**src/design/rdge_pkg.sv**
```systemverilog
package rdge_pkg;

   // Default width of the signed input value.
   localparam int VALUE_WIDTH_DEFAULT = 32;

   // Configuration register geometry.
   localparam int RADIX_WIDTH      = 5;
   localparam int GROUP_WIDTH      = 16;
   localparam int CSR_INDEX_WIDTH  = 1;
   localparam int CSR_DATA_WIDTH   = 16;

   localparam logic [CSR_INDEX_WIDTH-1:0] REG_RADIX         = 1'd0;
   localparam logic [CSR_INDEX_WIDTH-1:0] REG_GROUP_DIVISOR = 1'd1;

   localparam logic [RADIX_WIDTH-1:0] RADIX_RESET = 5'd10;
   localparam logic [GROUP_WIDTH-1:0] GROUP_RESET = 16'd1000;

   // Smallest and largest usable radix.
   localparam logic [RADIX_WIDTH-1:0] RADIX_MIN = 5'd2;
   localparam logic [RADIX_WIDTH-1:0] RADIX_MAX = 5'd16;

   // Result field widths.
   localparam int DIGIT_WIDTH  = 4;
   localparam int GROUP_INDEX_WIDTH = 5;
   localparam int STATUS_WIDTH = 2;
   localparam int COUNT_WIDTH  = 5;

   // Result status codes.
   localparam logic [STATUS_WIDTH-1:0] STATUS_OK          = 2'd0;
   localparam logic [STATUS_WIDTH-1:0] STATUS_RADIX_ZERO  = 2'd1;
   localparam logic [STATUS_WIDTH-1:0] STATUS_GROUP_ZERO  = 2'd2;
   localparam logic [STATUS_WIDTH-1:0] STATUS_NOT_POWER   = 2'd3;

   // Results per input are capped at this count.
   localparam int MAX_RESULTS = 32;

   // Quotient bits resolved per divider cycle.
   localparam int DIV_BITS = 8;

   // Running power of the radix; stays below group divisor times radix.
   localparam int RATE_WIDTH = 20;

   // Commands from the controller to the datapath.
   typedef struct packed {
      logic start;
      logic check_step;
      logic div_init;
      logic div_step;
      logic load_out;
      logic out_error;
   } rdge_cmd_type;

   // Status from the datapath to the controller.
   typedef struct packed {
      logic [STATUS_WIDTH-1:0] check_code;
      logic                    check_done;
      logic                    div_last;
      logic                    last_digit;
      logic                    out_free;
   } rdge_status_type;

endpackage

```
**src/design/rdge_datapath.sv**
```systemverilog
module rdge_datapath import rdge_pkg::*; #(
   parameter int VALUE_WIDTH = VALUE_WIDTH_DEFAULT
) (
   input  logic                          clock,
   input  logic                          reset,
   input  rdge_cmd_type                  cmd,
   output rdge_status_type               status,
   input  logic [RADIX_WIDTH-1:0]        radix,
   input  logic [GROUP_WIDTH-1:0]        group_divisor,
   input  logic signed [VALUE_WIDTH-1:0] req_signed_value,
   input  logic                          rsp_stall,
   output logic                          rsp_valid,
   output logic [DIGIT_WIDTH-1:0]        rsp_digit,
   output logic [GROUP_INDEX_WIDTH-1:0]  rsp_group_index,
   output logic                          rsp_negative,
   output logic [STATUS_WIDTH-1:0]       rsp_status,
   output logic                          rsp_last
);

   localparam int PadWidth   = ((VALUE_WIDTH + DIV_BITS - 1) / DIV_BITS) * DIV_BITS;
   localparam int DivCycles  = PadWidth / DIV_BITS;
   localparam int CountWidth = $clog2(DivCycles + 1);

   logic [PadWidth-1:0]          work_ff, work_in;
   logic [DIGIT_WIDTH-1:0]       rem_ff, rem_in;
   logic [CountWidth-1:0]        cnt_ff, cnt_in;
   logic [RATE_WIDTH-1:0]        rate_ff, rate_in;
   logic [COUNT_WIDTH-1:0]       k_ff, k_in;
   logic [COUNT_WIDTH-1:0]       dig_ff, dig_in;
   logic [GROUP_INDEX_WIDTH-1:0] grp_ff, grp_in;
   logic [COUNT_WIDTH-1:0]       n_ff, n_in;
   logic                         neg_ff, neg_in;

   logic                         rsp_valid_ff, rsp_valid_in;
   logic [DIGIT_WIDTH-1:0]       rsp_digit_ff, rsp_digit_in;
   logic [GROUP_INDEX_WIDTH-1:0] rsp_group_ff, rsp_group_in;
   logic                         rsp_negative_ff, rsp_negative_in;
   logic [STATUS_WIDTH-1:0]      rsp_status_ff, rsp_status_in;
   logic                         rsp_last_ff, rsp_last_in;

   logic [VALUE_WIDTH-1:0]       value_bits;
   logic [VALUE_WIDTH-1:0]       magnitude;
   logic [DIV_BITS-1:0]          step_quot;
   logic [DIGIT_WIDTH-1:0]       step_rem;
   logic [STATUS_WIDTH-1:0]      check_code;
   logic [COUNT_WIDTH-1:0]       dig_next;

   // Magnitude of the incoming value; the most negative value maps to 2^(W-1).
   assign value_bits = req_signed_value;
   assign magnitude  = value_bits[VALUE_WIDTH-1] ? (~value_bits + VALUE_WIDTH'(1)) : value_bits;

   // Configuration check, in priority order of the error codes.
   always_comb begin
      priority if (radix == '0) begin
         check_code = STATUS_RADIX_ZERO;
      end else if (group_divisor == '0) begin
         check_code = STATUS_GROUP_ZERO;
      end else if (radix < RADIX_MIN || radix > RADIX_MAX) begin
         check_code = STATUS_NOT_POWER;
      end else if (rate_ff > RATE_WIDTH'(group_divisor)) begin
         check_code = STATUS_NOT_POWER;
      end else begin
         check_code = STATUS_OK;
      end
   end

   // One divider cycle: restoring division of the top bits by the radix.
   always_comb begin
      logic [DIGIT_WIDTH-1:0] part_rem;
      logic [DIGIT_WIDTH:0]   trial;
      part_rem  = rem_ff;
      step_quot = '0;
      for (int i = 0; i < DIV_BITS; i++) begin
         trial = {part_rem, work_ff[PadWidth-1-i]};
         if (trial >= radix) begin
            step_quot[DIV_BITS-1-i] = 1'b1;
            trial = trial - radix;
         end
         part_rem = trial[DIGIT_WIDTH-1:0];
      end
      step_rem = part_rem;
   end

   assign dig_next = dig_ff + COUNT_WIDTH'(1);

   // Status toward the controller.
   always_comb begin
      status.check_code = check_code;
      status.check_done = (rate_ff == RATE_WIDTH'(group_divisor));
      status.div_last   = (cnt_ff == CountWidth'(1));
      status.last_digit = (work_ff == '0) || (n_ff == COUNT_WIDTH'(MAX_RESULTS - 1));
      status.out_free   = !rsp_valid_ff || !rsp_stall;
   end

   // Next values of the working registers.
   always_comb begin
      work_in = work_ff;
      rem_in  = rem_ff;
      cnt_in  = cnt_ff;
      rate_in = rate_ff;
      k_in    = k_ff;
      dig_in  = dig_ff;
      grp_in  = grp_ff;
      n_in    = n_ff;
      neg_in  = neg_ff;
      if (cmd.start) begin
         work_in = PadWidth'(magnitude);
         neg_in  = value_bits[VALUE_WIDTH-1];
         rate_in = RATE_WIDTH'(radix);
         k_in    = COUNT_WIDTH'(1);
         dig_in  = '0;
         grp_in  = '0;
         n_in    = '0;
      end
      if (cmd.check_step) begin
         rate_in = RATE_WIDTH'(rate_ff * radix);
         k_in    = k_ff + COUNT_WIDTH'(1);
      end
      if (cmd.div_init) begin
         cnt_in = CountWidth'(DivCycles);
         rem_in = '0;
      end
      if (cmd.div_step) begin
         work_in = (work_ff << DIV_BITS) | PadWidth'(step_quot);
         rem_in  = step_rem;
         cnt_in  = cnt_ff - CountWidth'(1);
      end
      // Advance the digit and group counters when a digit goes out.
      if (cmd.load_out && !cmd.out_error) begin
         n_in = n_ff + COUNT_WIDTH'(1);
         if (dig_next == k_ff) begin
            dig_in = '0;
            grp_in = grp_ff + GROUP_INDEX_WIDTH'(1);
         end else begin
            dig_in = dig_next;
         end
      end
   end

   // Output register: holds a beat until the receiver takes it.
   always_comb begin
      rsp_valid_in    = rsp_valid_ff && rsp_stall;
      rsp_digit_in    = rsp_digit_ff;
      rsp_group_in    = rsp_group_ff;
      rsp_negative_in = rsp_negative_ff;
      rsp_status_in   = rsp_status_ff;
      rsp_last_in     = rsp_last_ff;
      if (cmd.load_out) begin
         rsp_valid_in = 1'b1;
         if (cmd.out_error) begin
            rsp_digit_in    = '0;
            rsp_group_in    = '0;
            rsp_negative_in = 1'b0;
            rsp_status_in   = check_code;
            rsp_last_in     = 1'b1;
         end else begin
            rsp_digit_in    = rem_ff;
            rsp_group_in    = grp_ff;
            rsp_negative_in = neg_ff;
            rsp_status_in   = STATUS_OK;
            rsp_last_in     = status.last_digit;
         end
      end
   end

   always_ff @(posedge clock) begin
      if (reset) begin
         rsp_valid_ff <= 1'b0;
      end else begin
         rsp_valid_ff <= rsp_valid_in;
      end
   end

   always_ff @(posedge clock) begin
      work_ff         <= work_in;
      rem_ff          <= rem_in;
      cnt_ff          <= cnt_in;
      rate_ff         <= rate_in;
      k_ff            <= k_in;
      dig_ff          <= dig_in;
      grp_ff          <= grp_in;
      n_ff            <= n_in;
      neg_ff          <= neg_in;
      rsp_digit_ff    <= rsp_digit_in;
      rsp_group_ff    <= rsp_group_in;
      rsp_negative_ff <= rsp_negative_in;
      rsp_status_ff   <= rsp_status_in;
      rsp_last_ff     <= rsp_last_in;
   end

   assign rsp_valid       = rsp_valid_ff;
   assign rsp_digit       = rsp_digit_ff;
   assign rsp_group_index = rsp_group_ff;
   assign rsp_negative    = rsp_negative_ff;
   assign rsp_status      = rsp_status_ff;
   assign rsp_last        = rsp_last_ff;

endmodule

```
**src/design/rdge_ctrl.sv**
```systemverilog
module rdge_ctrl import rdge_pkg::*; (
   input  logic            clock,
   input  logic            reset,
   input  logic            req_valid,
   output logic            req_stall,
   input  rdge_status_type status,
   output rdge_cmd_type    cmd
);

   typedef enum logic [2:0] {
      ST_IDLE,
      ST_CHECK,
      ST_DIVIDE,
      ST_SEND,
      ST_SEND_ERR
   } state_type;

   state_type state_ff, state_in;

   // New items are taken only between conversions.
   assign req_stall = (state_ff != ST_IDLE);

   // Sequencing and commands toward the datapath.
   always_comb begin
      state_in = state_ff;
      cmd      = '0;
      unique case (state_ff)
         ST_IDLE: begin
            if (req_valid) begin
               cmd.start = 1'b1;
               state_in  = ST_CHECK;
            end
         end
         ST_CHECK: begin
            if (status.check_code != STATUS_OK) begin
               state_in = ST_SEND_ERR;
            end else if (status.check_done) begin
               cmd.div_init = 1'b1;
               state_in     = ST_DIVIDE;
            end else begin
               cmd.check_step = 1'b1;
            end
         end
         ST_DIVIDE: begin
            cmd.div_step = 1'b1;
            if (status.div_last) begin
               state_in = ST_SEND;
            end
         end
         ST_SEND: begin
            if (status.out_free) begin
               cmd.load_out = 1'b1;
               if (status.last_digit) begin
                  state_in = ST_IDLE;
               end else begin
                  cmd.div_init = 1'b1;
                  state_in     = ST_DIVIDE;
               end
            end
         end
         ST_SEND_ERR: begin
            if (status.out_free) begin
               cmd.load_out  = 1'b1;
               cmd.out_error = 1'b1;
               state_in      = ST_IDLE;
            end
         end
         default: begin
            state_in = ST_IDLE;
         end
      endcase
   end

   always_ff @(posedge clock) begin
      if (reset) begin
         state_ff <= ST_IDLE;
      end else begin
         state_ff <= state_in;
      end
   end

endmodule

```
**src/design/radix_digit_group_extractor_top.sv**
```systemverilog
// Radix digit group extractor.
// A signed value arrives as one beat on the req_ channel and leaves as one
// rsp_ beat per digit in the configured radix, least significant digit
// first, each with its group index and the sign of the value. The final beat
// of a value carries rsp_last. A zero value gives one zero digit; an unusable
// configuration gives one error beat with rsp_status set.
// Radix and group divisor are written through the csr_ port; they must be
// written only while idle, which the block itself does not enforce. After
// acceptance the configuration check multiplies a running power of the
// radix until it equals the group divisor, which gives the number of
// digits per group; an unusable configuration ends the check early. Each
// digit is then found by the shared digit divider, which resolves 8
// quotient bits a cycle, and is loaded into the output register.
// While the receiver stalls, the current beat holds in the output register
// and conversion pauses; the next value is accepted as soon as the last beat
// of the previous one is loaded. Synchronous reset returns the registers to
// radix 10 and group divisor 1000 and drops any beat in flight.
module radix_digit_group_extractor_top import rdge_pkg::*; #(
   parameter int VALUE_WIDTH = VALUE_WIDTH_DEFAULT
) (
   input  logic                          clock,
   input  logic                          reset,
   input  logic                          req_valid,
   output logic                          req_stall,
   input  logic signed [VALUE_WIDTH-1:0] req_signed_value,
   output logic                          rsp_valid,
   input  logic                          rsp_stall,
   output logic [DIGIT_WIDTH-1:0]        rsp_digit,
   output logic [GROUP_INDEX_WIDTH-1:0]  rsp_group_index,
   output logic                          rsp_negative,
   output logic [STATUS_WIDTH-1:0]       rsp_status,
   output logic                          rsp_last,
   input  logic                          csr_write_enable,
   input  logic [CSR_INDEX_WIDTH-1:0]    csr_index,
   input  logic [CSR_DATA_WIDTH-1:0]     csr_write_data
);

   logic [RADIX_WIDTH-1:0] radix_ff, radix_in;
   logic [GROUP_WIDTH-1:0] group_divisor_ff, group_divisor_in;
   rdge_cmd_type           cmd;
   rdge_status_type        status;

   // Configuration registers.
   always_comb begin
      radix_in         = radix_ff;
      group_divisor_in = group_divisor_ff;
      if (csr_write_enable) begin
         unique case (csr_index)
            REG_RADIX:         radix_in = csr_write_data[RADIX_WIDTH-1:0];
            REG_GROUP_DIVISOR: group_divisor_in = csr_write_data[GROUP_WIDTH-1:0];
            default: begin
               radix_in         = radix_ff;
               group_divisor_in = group_divisor_ff;
            end
         endcase
      end
   end

   always_ff @(posedge clock) begin
      if (reset) begin
         radix_ff         <= RADIX_RESET;
         group_divisor_ff <= GROUP_RESET;
      end else begin
         radix_ff         <= radix_in;
         group_divisor_ff <= group_divisor_in;
      end
   end

   rdge_ctrl u_ctrl (
      .clock     (clock),
      .reset     (reset),
      .req_valid (req_valid),
      .req_stall (req_stall),
      .status    (status),
      .cmd       (cmd)
   );

   rdge_datapath #(
      .VALUE_WIDTH (VALUE_WIDTH)
   ) u_datapath (
      .clock            (clock),
      .reset            (reset),
      .cmd              (cmd),
      .status           (status),
      .radix            (radix_ff),
      .group_divisor    (group_divisor_ff),
      .req_signed_value (req_signed_value),
      .rsp_stall        (rsp_stall),
      .rsp_valid        (rsp_valid),
      .rsp_digit        (rsp_digit),
      .rsp_group_index  (rsp_group_index),
      .rsp_negative     (rsp_negative),
      .rsp_status       (rsp_status),
      .rsp_last         (rsp_last)
   );

endmodule
```
**config.mk**
```make
export PLATFORM = sky130hd
export DESIGN_NAME = radix_digit_group_extractor_top
export DESIGN_NICKNAME = d
export VERILOG_FILES = /design/src/design/rdge_pkg.sv /design/src/design/rdge_datapath.sv /design/src/design/rdge_ctrl.sv /design/src/design/radix_digit_group_extractor_top.sv
export SDC_FILE = /design/constraint.sdc
export NUM_CORES = 1
export LEC_CHECK = 0
export BUFFER_PORTS_ARGS = -buffer_cell sky130_fd_sc_hd__buf_2
export CORE_ASPECT_RATIO = 1.25
export CORE_MARGIN = 10
export CORE_UTILIZATION = 60
export DETAILED_ROUTE_END_ITERATION = 6
export GPL_ROUTABILITY_DRIVEN = 0
export PLACE_DENSITY = 0.89
export REMOVE_ABC_BUFFERS = 1
export SYNTH_ARGS = -nofsm -noshare
export SYNTH_HDL_FRONTEND = slang
export SYNTH_SLANG_ARGS = --single-unit
```
**constraint.sdc**
```tcl
create_clock -name clock -period 12.28 [get_ports clock]
set_input_delay 3.684 -clock clock [delete_from_list [all_inputs] [get_ports clock]]
set_output_delay 3.684 -clock clock [all_outputs]
set_load 0.01 [all_outputs]
```
# Yosys cells after proc, flatten, opt, wreduce, memory -nomap -nowiden
# Index checks and enable logic that the tools add are counted.
[totals] reg_bits=118 output_inout_bits=15 wordCells=142 in_bits=54
[op_classes] add_sub_neg=14 mul=1 magnitude_cmp=11 reduce_logical=21 eq_ne=13 n_mux=61 n_bitwise=3
[ops] op="32-bit two-way mux" n=3
[ops] op="5-bit two-way mux" n=9
[ops] op="5-bit greater-or-equal comparator" n=8
[ops] op="20-bit two-way mux" n=2
[ops] op="4-bit two-way mux" n=10
[ops] op="32-bit by 1-bit adder with 32-bit output (second input constant)" n=1
[ops] op="32-bit logical NOT" n=1
[ops] op="32-bit NOT" n=1
[ops] op="32-bit by 8-bit bitwise OR with 32-bit output" n=1
[ops] op="4-bit subtractor" n=8
[ops] op="3-bit two-way mux" n=8
[ops] op="5-bit by 1-bit adder with 5-bit output (second input constant)" n=4
[ops] op="20-bit by 16-bit == test with 1-bit output" n=1
[ops] op="20-bit by 16-bit greater-than comparator with 1-bit output" n=1
[ops] op="20-bit by 5-bit multiplier with 20-bit output" n=1
[ops] op="1-bit two-way mux" n=19
[ops] op="16-bit logical NOT" n=1
[ops] op="3-bit case mux with 5 select lines" n=1
[ops] op="2-bit two-way mux" n=7
[ops] op="2-bit nonzero test" n=5
[ops] op="2-bit != test (second input constant)" n=4
[ops] op="3-bit by 1-bit == test with 1-bit output (second input constant)" n=2
[ops] op="3-bit by 2-bit == test with 1-bit output (second input constant)" n=2
[ops] op="5-bit == test" n=1
[ops] op="other kinds (16)" n=23

# Logic depth before layout (Yosys ltp)
# Gate-level depths: netlist (run 1).
[logic_depth] word_depth=18 depth_mapped=48 ltp_nobuf=48

# Hierarchy
# Synthesis (run 1) repeated with hierarchy kept, for this count alone.
[unflattened] hier_cells=1087 hier_area_um2=10293.6
[by_module_without_submodules] mod="rdge_datapath" seq_area_each_um2=2762.6 area_per_inst_um2=9166.3 n_inst=1 cells_each=968
[by_module_without_submodules] mod="radix_digit_group_extractor_top" seq_area_each_um2=420.4 area_per_inst_um2=878.3 n_inst=1 cells_each=86
[by_module_without_submodules] mod="rdge_ctrl" seq_area_each_um2=60.1 area_per_inst_um2=249.0 n_inst=1 cells_each=33

# Least setup slack after synthesis (run 1)
# OpenSTA, ideal clock, no wires.
[synth_path] kind="register -> register" startpoint="reg radix_ff[1]" endpoint="reg u_datapath.rem_ff[1] (data pin)" path_slack_ps=1188 path_buffers=1 required_time_ps=12015 arrival_time_ps=10827 setup_time_ps=265 stages_incl_launch_ff=46 synth_period_minus_slack_ps=11092 cell_sequence="dfxtp_1 clkbuf_1 inv_1 ha_1 a211oi_1 o31ai_1 a21oi_1 or3_1 ha_1 a21o_1 a31oi_1 o21ai_1 nor4b_1 nor2_1 ha_1 a21o_1 a31oi_1 o21ai_1 [10 not listed] nor2_1 a21o_1 ha_1 a21o_1 a31oi_1 o21ai_1 mux2_2 ha_1 nand2_1 o31ai_1 mux2i_1 ha_1 nor2b_1 o21ai_0 a31oi_1 a211oi_1 mux2i_1 nor2_1"
[synth_between] elab_chain_len=17 word_cells_on_any_way=25 classes_between="add/sub (8); order compare (8); mux (9)"
[synth_lines] item="start: declaration" line_no="radix_digit_group_extractor_top.sv:38" rtl="logic [RADIX_WIDTH-1:0] radix_ff, radix_in;"
[synth_lines] item="start signal: assignment" line_no="radix_digit_group_extractor_top.sv:64" rtl="radix_ff <= radix_in;"
[synth_lines] item="4-bit subtractor / 5-bit greater-or-equal comparator (equally long branches)" line_no="rdge_datapath.sv:77, rdge_datapath.sv:75"
[synth_lines] item="4-bit two-way mux" line_no="rdge_datapath.sv:75" rtl="if (trial >= radix) begin"
[synth_lines] item="4-bit subtractor / 5-bit greater-or-equal comparator (equally long branches)" line_no="rdge_datapath.sv:77, rdge_datapath.sv:75"
[synth_lines] item="4-bit two-way mux" line_no="rdge_datapath.sv:75"
[synth_lines] item="4-bit subtractor / 5-bit greater-or-equal comparator (equally long branches)" line_no="rdge_datapath.sv:77, rdge_datapath.sv:75"
[synth_lines] item="4-bit two-way mux" line_no="rdge_datapath.sv:75"
[synth_lines] item="5-bit greater-or-equal comparator / 4-bit subtractor (equally long branches)" line_no="rdge_datapath.sv:75, rdge_datapath.sv:77"
[synth_lines] item="4-bit two-way mux" line_no="rdge_datapath.sv:75"
[synth_lines] item="4-bit subtractor / 5-bit greater-or-equal comparator (equally long branches)" line_no="rdge_datapath.sv:77, rdge_datapath.sv:75"
[synth_lines] item="4-bit two-way mux" line_no="rdge_datapath.sv:75"
[synth_lines] item="4-bit subtractor / 5-bit greater-or-equal comparator (equally long branches)" line_no="rdge_datapath.sv:77, rdge_datapath.sv:75"
[synth_lines] item="4-bit two-way mux" line_no="rdge_datapath.sv:75"
[synth_lines] item="5-bit greater-or-equal comparator / 4-bit subtractor (equally long branches)" line_no="rdge_datapath.sv:75, rdge_datapath.sv:77"
[synth_lines] item="4-bit two-way mux" line_no="rdge_datapath.sv:75"
[synth_lines] item="4-bit subtractor / 5-bit greater-or-equal comparator (equally long branches)" line_no="rdge_datapath.sv:77, rdge_datapath.sv:75"
[synth_lines] item="4-bit two-way mux (*)" line_no="rdge_datapath.sv:75"
[synth_lines] item="4-bit two-way mux (*)" line_no="rdge_datapath.sv:123" rtl="if (cmd.div_step) begin"
[synth_lines] item="end signal: assignment" line_no="rdge_datapath.sv:176" rtl="rem_ff <= rem_in;"
[synth_lines] item="end: declaration" line_no="rdge_datapath.sv:25" rtl="logic [DIGIT_WIDTH-1:0] rem_ff, rem_in;"
# Every way passes the cells marked *; elsewhere a longest branch is shown, timed or not.
# A chain may end at the register's enable or synchronous reset.

# Worst setup path after layout (run 1)
[layout_path] startpoint="reg u_datapath.work_ff[31]" endpoint="reg u_datapath.work_ff[0] (data pin)"
[layout_between] elab_chain_len=18 word_cells_on_any_way=25 classes_between="add/sub (7); order compare (8); mux (9); bitwise (1)"
[layout_lines] item="start: declaration" line_no="rdge_datapath.sv:24" rtl="logic [PadWidth-1:0] work_ff, work_in;"
[layout_lines] item="start signal: assignment" line_no="rdge_datapath.sv:175" rtl="work_ff <= work_in;"
[layout_lines] item="4-bit subtractor / 5-bit greater-or-equal comparator (equally long branches)" line_no="rdge_datapath.sv:77, rdge_datapath.sv:75"
[layout_lines] item="4-bit two-way mux (*)" line_no="rdge_datapath.sv:75"
[layout_lines] item="4-bit subtractor / 5-bit greater-or-equal comparator (equally long branches)" line_no="rdge_datapath.sv:77, rdge_datapath.sv:75"
[layout_lines] item="4-bit two-way mux (*)" line_no="rdge_datapath.sv:75"
[layout_lines] item="4-bit subtractor / 5-bit greater-or-equal comparator (equally long branches)" line_no="rdge_datapath.sv:77, rdge_datapath.sv:75"
[layout_lines] item="4-bit two-way mux (*)" line_no="rdge_datapath.sv:75"
[layout_lines] item="4-bit subtractor / 5-bit greater-or-equal comparator (equally long branches)" line_no="rdge_datapath.sv:77, rdge_datapath.sv:75"
[layout_lines] item="4-bit two-way mux (*)" line_no="rdge_datapath.sv:75"
[layout_lines] item="[3 not listed]"
[layout_lines] item="4-bit two-way mux (*)" line_no="rdge_datapath.sv:75"
[layout_lines] item="4-bit subtractor / 5-bit greater-or-equal comparator (equally long branches)" line_no="rdge_datapath.sv:77, rdge_datapath.sv:75"
[layout_lines] item="4-bit two-way mux (*)" line_no="rdge_datapath.sv:75"
[layout_lines] item="5-bit greater-or-equal comparator (*)" line_no="rdge_datapath.sv:75"
[layout_lines] item="1-bit two-way mux (*)" line_no="rdge_datapath.sv:75"
[layout_lines] item="32-bit by 8-bit bitwise OR with 32-bit output (*)" line_no="rdge_datapath.sv:124" rtl="work_in = (work_ff << DIV_BITS) | PadWidth'(step_quot);"
[layout_lines] item="32-bit two-way mux (*)" line_no="rdge_datapath.sv:123"
[layout_lines] item="named net u_datapath.work_in[0]" line_no="rdge_datapath.sv:24"
# The timed path passes the listed nets; every way through them passes the cells marked *.

==> results_dict.tcl, run 1 <==
set metrics [dict create \
    required_ns 12.42 \
    rrSetupSlack_ns 0.84 \
    netlist_instances 1106 \
    drt_iter0_markers 908 \
    grt_pass1_wl_um 43300 \
    clock_latency_ns 0.43 \
    grt_max_degree 58 \
    io_pins 69 \
    cts-hold-fix-buffers 0 \
    die_y_um 166 \
    muxShareOfSynthArea_pct 2.22 \
    synth-simple-area-share_pct 19.4 \
    grt-ovfl-total 0 \
    firstDrtPassIters 7 \
    dp.cells 1374 \
    cp-end-kind "register" \
    routedWlPerCell_um 18.5 \
    totalNegativeSetupSlack_ns 0 \
    drtAntennaViolNets 0 \
    top_register "u_datapath.work_ff" \
    synth_xor_area_share_pct 6.82 \
    hold_slack_ns 0.480 \
    r2r_start "u_datapath.work_ff[31]" \
    fin_nets 1368 \
    fmax_mhz 87.4 \
    cap_viol_max_count 0 \
    path_class "reg2reg" \
    fin_cells 1406 \
    synth_edf_count 88 \
    wl_um 25900 \
    post_cts_buffers 0 \
    crit_buf_inv 3 \
    critical-path-max-stage-delay_ns 0.50 \
    core_area_um2 16800 \
    reg2reg_to "u_datapath.work_ff[0]" \
    largestRegisters "u_datapath.work_ff (32), u_datapath.rate_ff (20), group_divisor_ff (16)" \
    status "finished, violations left" \
    rows 53 \
    synth.yosys.warnings 0 \
    layout-drive-gt1-share_pct 12.5 \
    drc 4 \
    ys_async_sr_fraction_pct 0 \
    whs_endpoint "u_datapath.grp_ff[4]" \
    portBuffers 68 \
    cts_buffers 17 \
    worst_slew_pin_slew_ns 0.979 \
    die_w_um 137 \
    num_vias 8671 \
    crit_family "compound AO/OA/AOI/OAI gates" \
    finalSetupViolations 0 \
    cts_root_buf "clkbuf_16" \
    period_needed_ns 11.44 \
    cp.depth 45 \
    fill_cells 1165 \
    synth_cell_types 66 \
    critPathLaunchType "register" \
    hold_class "reg2reg" \
    critPathArrivalTime_ns 11.58 \
    relSlewSlack_pct 34.1 \
    cts_num_sinks 118 \
    cts.clk_slew.worst_paths_ns 0.06 \
    dieArea_um2 22700 \
    finalCritPeriodShare_pct 93.1 \
    hp-start "u_datapath.grp_ff[4]" \
    slowest_stage "a211oi_1" \
    start_util_pct 60.9 \
    cts_tree "yes" \
    cp_max_fo 9 \
    synth-seq-area-share_pct 31.7 \
    violations "design-rule violations" \
    grt_antenna_before_repair 0 \
    avgSynthCellArea_um2 9.24 \
    avgViaCountPerCell 6.17 \
    grt_pass1_vias 9087 \
    dp_hpwl_um 19200 \
    cp_common_cell "ha_1" \
    ys_ff_latch 118 \
    synth_compound_area_share_pct 13.5 \
    grt_use_total_pct 23.4 \
    reg2reg_depth 45 \
    largest_reg_flops 32 \
    area_growth_pct 11.7 \
    cts_max_level 4 \
    hold_viol_final 0 \
    ys.flop_type "edfxtp_1" \
    min_path_cells 1 \
    drv_slew 0 \
    syn_area_um2 10200 \
    yosys.area_share.adder_pct 21.3 \
    synth_top_family_by_area "adder cells" \
    clk_path_buf_depth 2 \
    antennaDiodeCount 0 \
    skew_ns 0.0120 \
    grt_setup_unrepaired "false" \
    fin_util_pct 68.0 \
]
==> worst reg2reg max path, delay by kind of cell, from the launching register on <==
kind                     cells  cell delay (ns)
AO/OA/AOI/OAI               22             4.88
adder cells (fa/ha/maj)      8             2.57
buffers and inverters        3             0.23
flip-flops                   1             0.49
multiplexers                 4             1.38
AND/OR/NAND/NOR              8             1.58
==> cells by family (layout without fill, tap and decap cells) <==
logic type | count (synthesis) | after routing
xor gates and xnor gates | 78 | 78
and+or+nand+nor | 405 | 405
adders and majority gates | 141 | 141
muxes | 21 | 21
AOI/OAI and AO/OA | 213 | 213
buffers and inverters | 130 | 210
DFF | 118 | 118
==> worst max path at each step <==
stage | slack, ns | end | startpoint
CTS | 0.11 | u_datapath.work_ff[0] | u_datapath.work_ff[31]
finish | 0.84 | u_datapath.work_ff[0] | u_datapath.work_ff[31]
floorplan | 0.96 | u_datapath.work_ff[0] | radix_ff[1]
global route | 0.16 | u_datapath.work_ff[0] | u_datapath.work_ff[31]
global placement | 0.62 | u_datapath.rem_ff[1] | radix_ff[2]
detailed placement | -0.15 | u_datapath.work_ff[0] | radix_ff[2]
==> cell type report <==
type,instances,area (um^2),area share (%)
Multi-Input combinational cell,858,6520,57.1
Tap cell,220,275,2.41
Timing Repair Buffer,80,430,3.77
Clock buffer,18,429,3.76
Clock inverter,14,150,1.32
Sequential cell,118,3240,28.4
Inverter,98,368,3.22
==> what timing repair did <==
item / 4_1_cts / 5_1_grt
endpoints found under the setup margin: 5 / 5
pin swaps: 0 / 0
resized for setup: 2 / 8
==> per-stage QoR <==
stage / worst slack [ns] / area, um^2
2_1_floorplan: 0.962 / 10100
3_3_place_gp: 0.622 / 10800
3_5_place_dp: -0.145 / 10800
4_1_cts: 0.106 / 11400
5_1_grt: 0.162 / 11400
6_report: 0.842 / 11400
==> placed cells by master (no fill, tap or decap), types with 49 or more instances in the layout <==
cell      instances
and2_1           50
a21oi_1          51
edfxtp_1         88
buf_2            68
ha_1             86
o21ai_0          49
inv_1            98
fa_1             55
nor2_1           58
nand2_1         170
==> metal layers <==
| layer | global-route usage, % | wire [um] | vias up |
|---|---|---|---|
| met5 | 0 | 0 | - |
| li1 | - | - | 4013 |
| met3 | 5.33 | 1780 | 124 |
| met2 | 40.3 | 13400 | 411 |
| met1 | 25.8 | 9500 | 4123 |
| met4 | 13.0 | 1280 | 0 |
==> Yosys cell counts, types with 20 or more instances <==
cell type | number | area share [%]
a21o_1 | 21 | 1.5
a21oi_1 | 51 | 2.5
and2_1 | 50 | 3.1
clkbuf_1 | 22 | 0.81
dfxtp_1 | 30 | 5.9
edfxtp_1 | 88 | 26
fa_1 | 55 | 11
ha_1 | 86 | 11
inv_1 | 98 | 3.6
nand2_1 | 170 | 6.2
nand3_1 | 20 | 0.98
nor2_1 | 58 | 2.1
o21ai_0 | 49 | 2.4
xnor2_1 | 31 | 2.7
xor2_1 | 46 | 3.9
Power of run 1 is left out: the tool's default activity adds up to more than one toggle a clock period on the data nets, which glitch-free logic cannot reach.
==> run 2: changes to the inputs <==
--- a/config.mk
+++ b/config.mk
@@ -11,7 +11,7 @@
 export CORE_UTILIZATION = 60
 export DETAILED_ROUTE_END_ITERATION = 6
 export GPL_ROUTABILITY_DRIVEN = 0
-export PLACE_DENSITY = 0.89
+export PLACE_DENSITY = 0.79
 export REMOVE_ABC_BUFFERS = 1
 export SYNTH_ARGS = -nofsm -noshare
 export SYNTH_HDL_FRONTEND = slang
==> results_dict.tcl, run 2 (synthesized netlist as in run 1, its figures left out) <==
set metrics [dict create \
    rrSetupSlack_ns 0.98 \
    final_common_cell "nand2_1" \
    cts_tree "yes" \
    post_cts_buffers 0 \
    core_area_um2 16800 \
    cp_common_cell "ha_1" \
    hold_viol_final 0 \
    grt-ovfl-total 0 \
    wl_um 23800 \
    num_vias 8335 \
    status "completed" \
    cts_num_sinks 118 \
    cap_viol_max_count 0 \
    cts.clk_slew.worst_paths_ns 0.06 \
    regArea_um2 3240 \
    period_needed_ns 11.30 \
    critPathArrivalTime_ns 11.44 \
    drc 0 \
    dieArea_um2 22700 \
    slowest_stage "o311ai_0" \
    die_y_um 166 \
    antennaDiodeCount 0 \
    largestRegisters "u_datapath.work_ff (32), u_datapath.rate_ff (20), group_divisor_ff (16)" \
    cp_max_fo 10 \
    critical-path-max-stage-delay_ns 0.52 \
    r2r_start "radix_ff[2]" \
    reg2reg_to "u_datapath.rem_ff[1]" \
    post_cts_resized 0 \
    finalCritPeriodShare_pct 92.0 \
    multiInputGateArea_um2 6500 \
    cts_buffers 17 \
    grt_setup_unrepaired "false" \
    drv_slew 0 \
    layout-drive-gt1-share_pct 12.2 \
    path_class "reg2reg" \
    portBuffers 68 \
    relSlewSlack_pct 50.6 \
    fin_nets 1367 \
    critPathLaunchType "register" \
    dp_hpwl_um 18000 \
    required_ns 12.43 \
    mostFrequentLayoutCells "nand2_1, inv_1, edfxtp_1, ha_1, buf_2" \
    grt_pass1_wl_um 39700 \
    rows 53 \
    totalNegativeSetupSlack_ns 0 \
    grt_use_total_pct 21.5 \
    drt_iter0_markers 660 \
    fmax_mhz 88.5 \
    drtAntennaViolNets 0 \
    hold_class "reg2reg" \
    reg2reg_depth 46 \
    firstDrtPassIters 5 \
    finalSetupViolations 0 \
    worst_slew_pin_slew_ns 0.741 \
    cp-end-kind "register" \
    cts-hold-fix-buffers 0 \
    largest_reg_flops 32 \
    top_register "u_datapath.work_ff" \
    io_pins 69 \
    clk_path_buf_depth 2 \
    routedWlPerCell_um 17.0 \
    grt_antenna_before_repair 0 \
    avgViaCountPerCell 5.93 \
    start_util_pct 60.9 \
    area_growth_pct 11.4 \
    clock_latency_ns 0.42 \
    crit_end "u_datapath.rem_ff[1]" \
    grt_max_degree 58 \
    die_w_um 137 \
    grt_pass1_vias 8230 \
    skew_ns 0.0101 \
    crit_start "radix_ff[2]" \
    cts_max_level 4 \
    fill_cells 1330 \
    cts_root_buf "clkbuf_16" \
]
-- run 2: how the worst min path moves through the flow --
stage,slack [ns],startpoint,to,depth (start not counted)
6_report,0.47,group_divisor_ff[1],group_divisor_ff[1],2
5_1_grt,0.50,group_divisor_ff[11],group_divisor_ff[11],2
4_1_cts,0.47,group_divisor_ff[1],group_divisor_ff[1],2
3_5_place_dp,0.46,group_divisor_ff[1],group_divisor_ff[1],2
3_3_place_gp,0.46,u_datapath.grp_ff[4],u_datapath.grp_ff[4],1
2_1_floorplan,0.44,u_datapath.grp_ff[4],u_datapath.grp_ff[4],1
-- run 2: layout make-up --
class / count / share of cell area [%]
inverter: 98 / 3.23
clock buffer: 18 / 3.77
sequential: 118 / 28.5
clock inverter: 14 / 1.23
multi-input combinational: 858 / 57.1
timing repair buffer: 79 / 3.72
tap: 220 / 2.42
-- run 2: critical path: cells and delay by family (launching register included) --
family,cells,cell delay (ns)
DFF,1,0.31
adders and majority gates,8,2.37
and+or+nand+nor,9,1.51
muxes,4,1.45
AOI/OAI and AO/OA,22,4.87
buffers and inverters,3,0.50
-- run 2: routing by layer --
layer	GRT usage [%]	share of wire, %
met1	26.1	42
met2	37.6	52
met3	3.12	4.3
met4	7.24	2.4
met5	0	0
-- run 2: per-stage QoR --
step / area [um^2] / setup WS, ns / utilization (%) / std cells / hold slack [ns]
finish: 11400 / 0.982 / 67.8 / 1405 / 0.469
detailed placement: 10800 / 0.178 / 64.3 / 1373 / 0.464
CTS: 11400 / 0.204 / 67.7 / 1405 / 0.472
floorplan: 10100 / 0.962 / - / 1074 / 0.436
global placement: 10800 / 0.782 / 64.3 / 1373 / 0.455
global route: 11400 / 0.0686 / 67.8 / 1405 / 0.501
Power of run 2 is left out for the same reason.
==> run 3: changes to the inputs <==
--- a/config.mk
+++ b/config.mk
@@ -15,4 +15,5 @@
 export REMOVE_ABC_BUFFERS = 1
 export SYNTH_ARGS = -nofsm -noshare
 export SYNTH_HDL_FRONTEND = slang
+export SYNTH_HIERARCHICAL = 1
 export SYNTH_SLANG_ARGS = --single-unit
==> results_dict.tcl, run 3 <==
set metrics [dict create \
    routedWlPerCell_um 17.4 \
    cts_max_level 4 \
    dieArea_um2 22800 \
    hold_viol_final 0 \
    die_w_um 137 \
    layout-drive-gt1-share_pct 13.5 \
    required_ns 12.45 \
    fin_nets 1346 \
    grt_antenna_before_repair 0 \
    area_growth_pct 11.1 \
    totalNegativeSetupSlack_ns 0 \
    period_needed_ns 11.20 \
    clock_latency_ns 0.42 \
    grt-ovfl-total 0 \
    cts_root_buf "clkbuf_16" \
    avgViaCountPerCell 5.90 \
    slowest_stage "o31ai_2" \
    largestRegisters "u_datapath/work_ff (32), u_datapath/rate_ff (20), group_divisor_ff (16)" \
    antennaDiodeCount 0 \
    clk_path_buf_depth 2 \
    drt_iter0_markers 407 \
    grt_max_degree 72 \
    start_util_pct 61.1 \
    syn_area_um2 10300 \
    drtAntennaViolNets 0 \
    synth-seq-area-share_pct 31.5 \
    worst_slew_pin_slew_ns 1.03 \
    avgSynthCellArea_um2 9.47 \
    firstDrtPassIters 5 \
    dp.cells 1352 \
    grt_use_met1_pct 24.4 \
    cp_max_fo 10 \
    portBuffers 68 \
    synth.area.top_cells "edfxtp_1, fa_1, ha_1" \
    critical-path-max-stage-delay_ns 0.52 \
    swShare_pct 44.3 \
    p_seq_share_pct 16.8 \
    mostFrequentLayoutCells "nand2_1, inv_1, edfxtp_1, ha_1, buf_2" \
    synth_top_area_share_pct 25.7 \
    grt_busiest_layer "met2" \
    cts_num_sinks 118 \
    grt_util_met3_pct 3.22 \
    total_power_mw 2.82 \
    cp-end-kind "register" \
    cts.clk_slew.worst_paths_ns 0.06 \
    ys_ff_latch 118 \
    critPathLaunchType "register" \
    largest_reg_flops 32 \
    core_area_um2 16800 \
    wl_um 24000 \
    status "completed" \
    final_common_cell "nand2_1" \
    synth_most_common_cell "nand2_1" \
    drc 0 \
    power_leakage_nw 4.87 \
    fin_cells 1384 \
    crit_family "compound AO/OA/AOI/OAI gates" \
    finalSetupViolations 0 \
    clockPowerShare_pct 17.1 \
    cap_viol_max_count 0 \
    dp_hpwl_um 18000 \
    internal_power_mw 1.57 \
    synth_cell_types 74 \
    critPathArrivalTime_ns 11.37 \
    fin_util_pct 67.9 \
    yosys-top-cells-count "nand2_1, edfxtp_1, inv_1" \
    grt_use_total_pct 21.3 \
    finalCritPeriodShare_pct 91.2 \
    io_pins 69 \
    top_register "u_datapath/work_ff" \
    pwr_density_cell_nw_per_um2 247 \
    grt_setup_unrepaired "false" \
    grt_use_met2_pct 38.0 \
    synth_top_cell_by_area "edfxtp_1" \
    crit_buf_inv 5 \
    drv_slew 0 \
    netlist_instances 1087 \
    power.switching_mw 1.25 \
    num_vias 8163 \
    grt_pass1_wl_um 39900 \
    skew_ns 0.00973 \
    die_y_um 166 \
    rows 53 \
    fmax_mhz 89.3 \
    relSlewSlack_pct 31.1 \
    ys.flop_type "edfxtp_1" \
    ir_worst_vdd_mv 0.389 \
    ys_async_sr_fraction_pct 0 \
    fill_cells 1381 \
    path_class "reg2reg" \
    cts_buffers 17 \
    cp_common_cell "a21o_1" \
    synth_edf_count 88 \
    cts-hold-fix-buffers 0 \
    combPwrFrac_pct 66.0 \
    hold_slack_ns 0.509 \
    synth.yosys.warnings 6 \
    grt_pass1_vias 8375 \
    cts_tree "yes" \
    hold_class "reg2reg" \
]
run 3: timing repair:
item                                    in CTS  in global routing
gates resized for setup                      0                  3
setup buffers                                0                  0
endpoints found under the setup margin       0                  5
run 3: power by group through the flow:
stage | sequential, mW | clock, mW | combinational (mW)
3_5_place_dp | 0.483 | 0 | 1.79
4_1_cts | 0.475 | 0.489 | 1.82
3_3_place_gp | 0.482 | 0 | 1.73
5_1_grt | 0.477 | 0.503 | 2.11
2_1_floorplan | 0.477 | 0 | 1.45
6_report | 0.475 | 0.484 | 1.86
run 3: logic make-up after synthesis:
group | share of synthesized area, %
buffers and inverters | 4.68
muxes | 2.98
DFF | 31.5
xor gates and xnor gates | 6.47
AOI/OAI and AO/OA | 13.7
and+or+nand+nor | 19.6
adders and majority gates | 21.1
run 3: per-layer routing:
metal  part of all wire [%]  up-vias
met3                    3.4       58
li1                       -     3939
met1                     41     3970
met5                      0        -
met4                    3.1        0
met2                     53      196
run 3: final timing paths:
kind | to | slack (ns) | from | cells past startpoint
max | u_datapath/rem_ff[1] | 1.08 | u_datapath/work_ff[31] | 50
min reg2reg | u_datapath/grp_ff[4] | 0.51 | u_datapath/grp_ff[4] | 1
min | u_datapath/grp_ff[4] | 0.51 | u_datapath/grp_ff[4] | 1
max reg2reg | u_datapath/rem_ff[1] | 1.08 | u_datapath/work_ff[31] | 50
run 3: final cells by class:
cell class | count | area [um^2] | share of cell area [%]
flip-flops and latches | 118 | 3240 | 28.4
multi-input cells | 847 | 6600 | 57.7
inverters | 88 | 330 | 2.89
well taps | 220 | 275 | 2.41
repair buffers | 79 | 423 | 3.70
clock buffers | 18 | 429 | 3.75
clock inverters | 14 | 140 | 1.23
run 3: per-stage QoR:
| stage | setup slack [ns] | area, um^2 |
|---|---|---|
| after floorplan | 0.992 | 10100 |
| after global placement | 1.05 | 10900 |
| after detailed placement | 0.595 | 10900 |
| after CTS | 0.545 | 11400 |
| after global routing | 0.0641 | 11400 |
| final | 1.08 | 11400 |
Power figures use the tool's default switching activity.
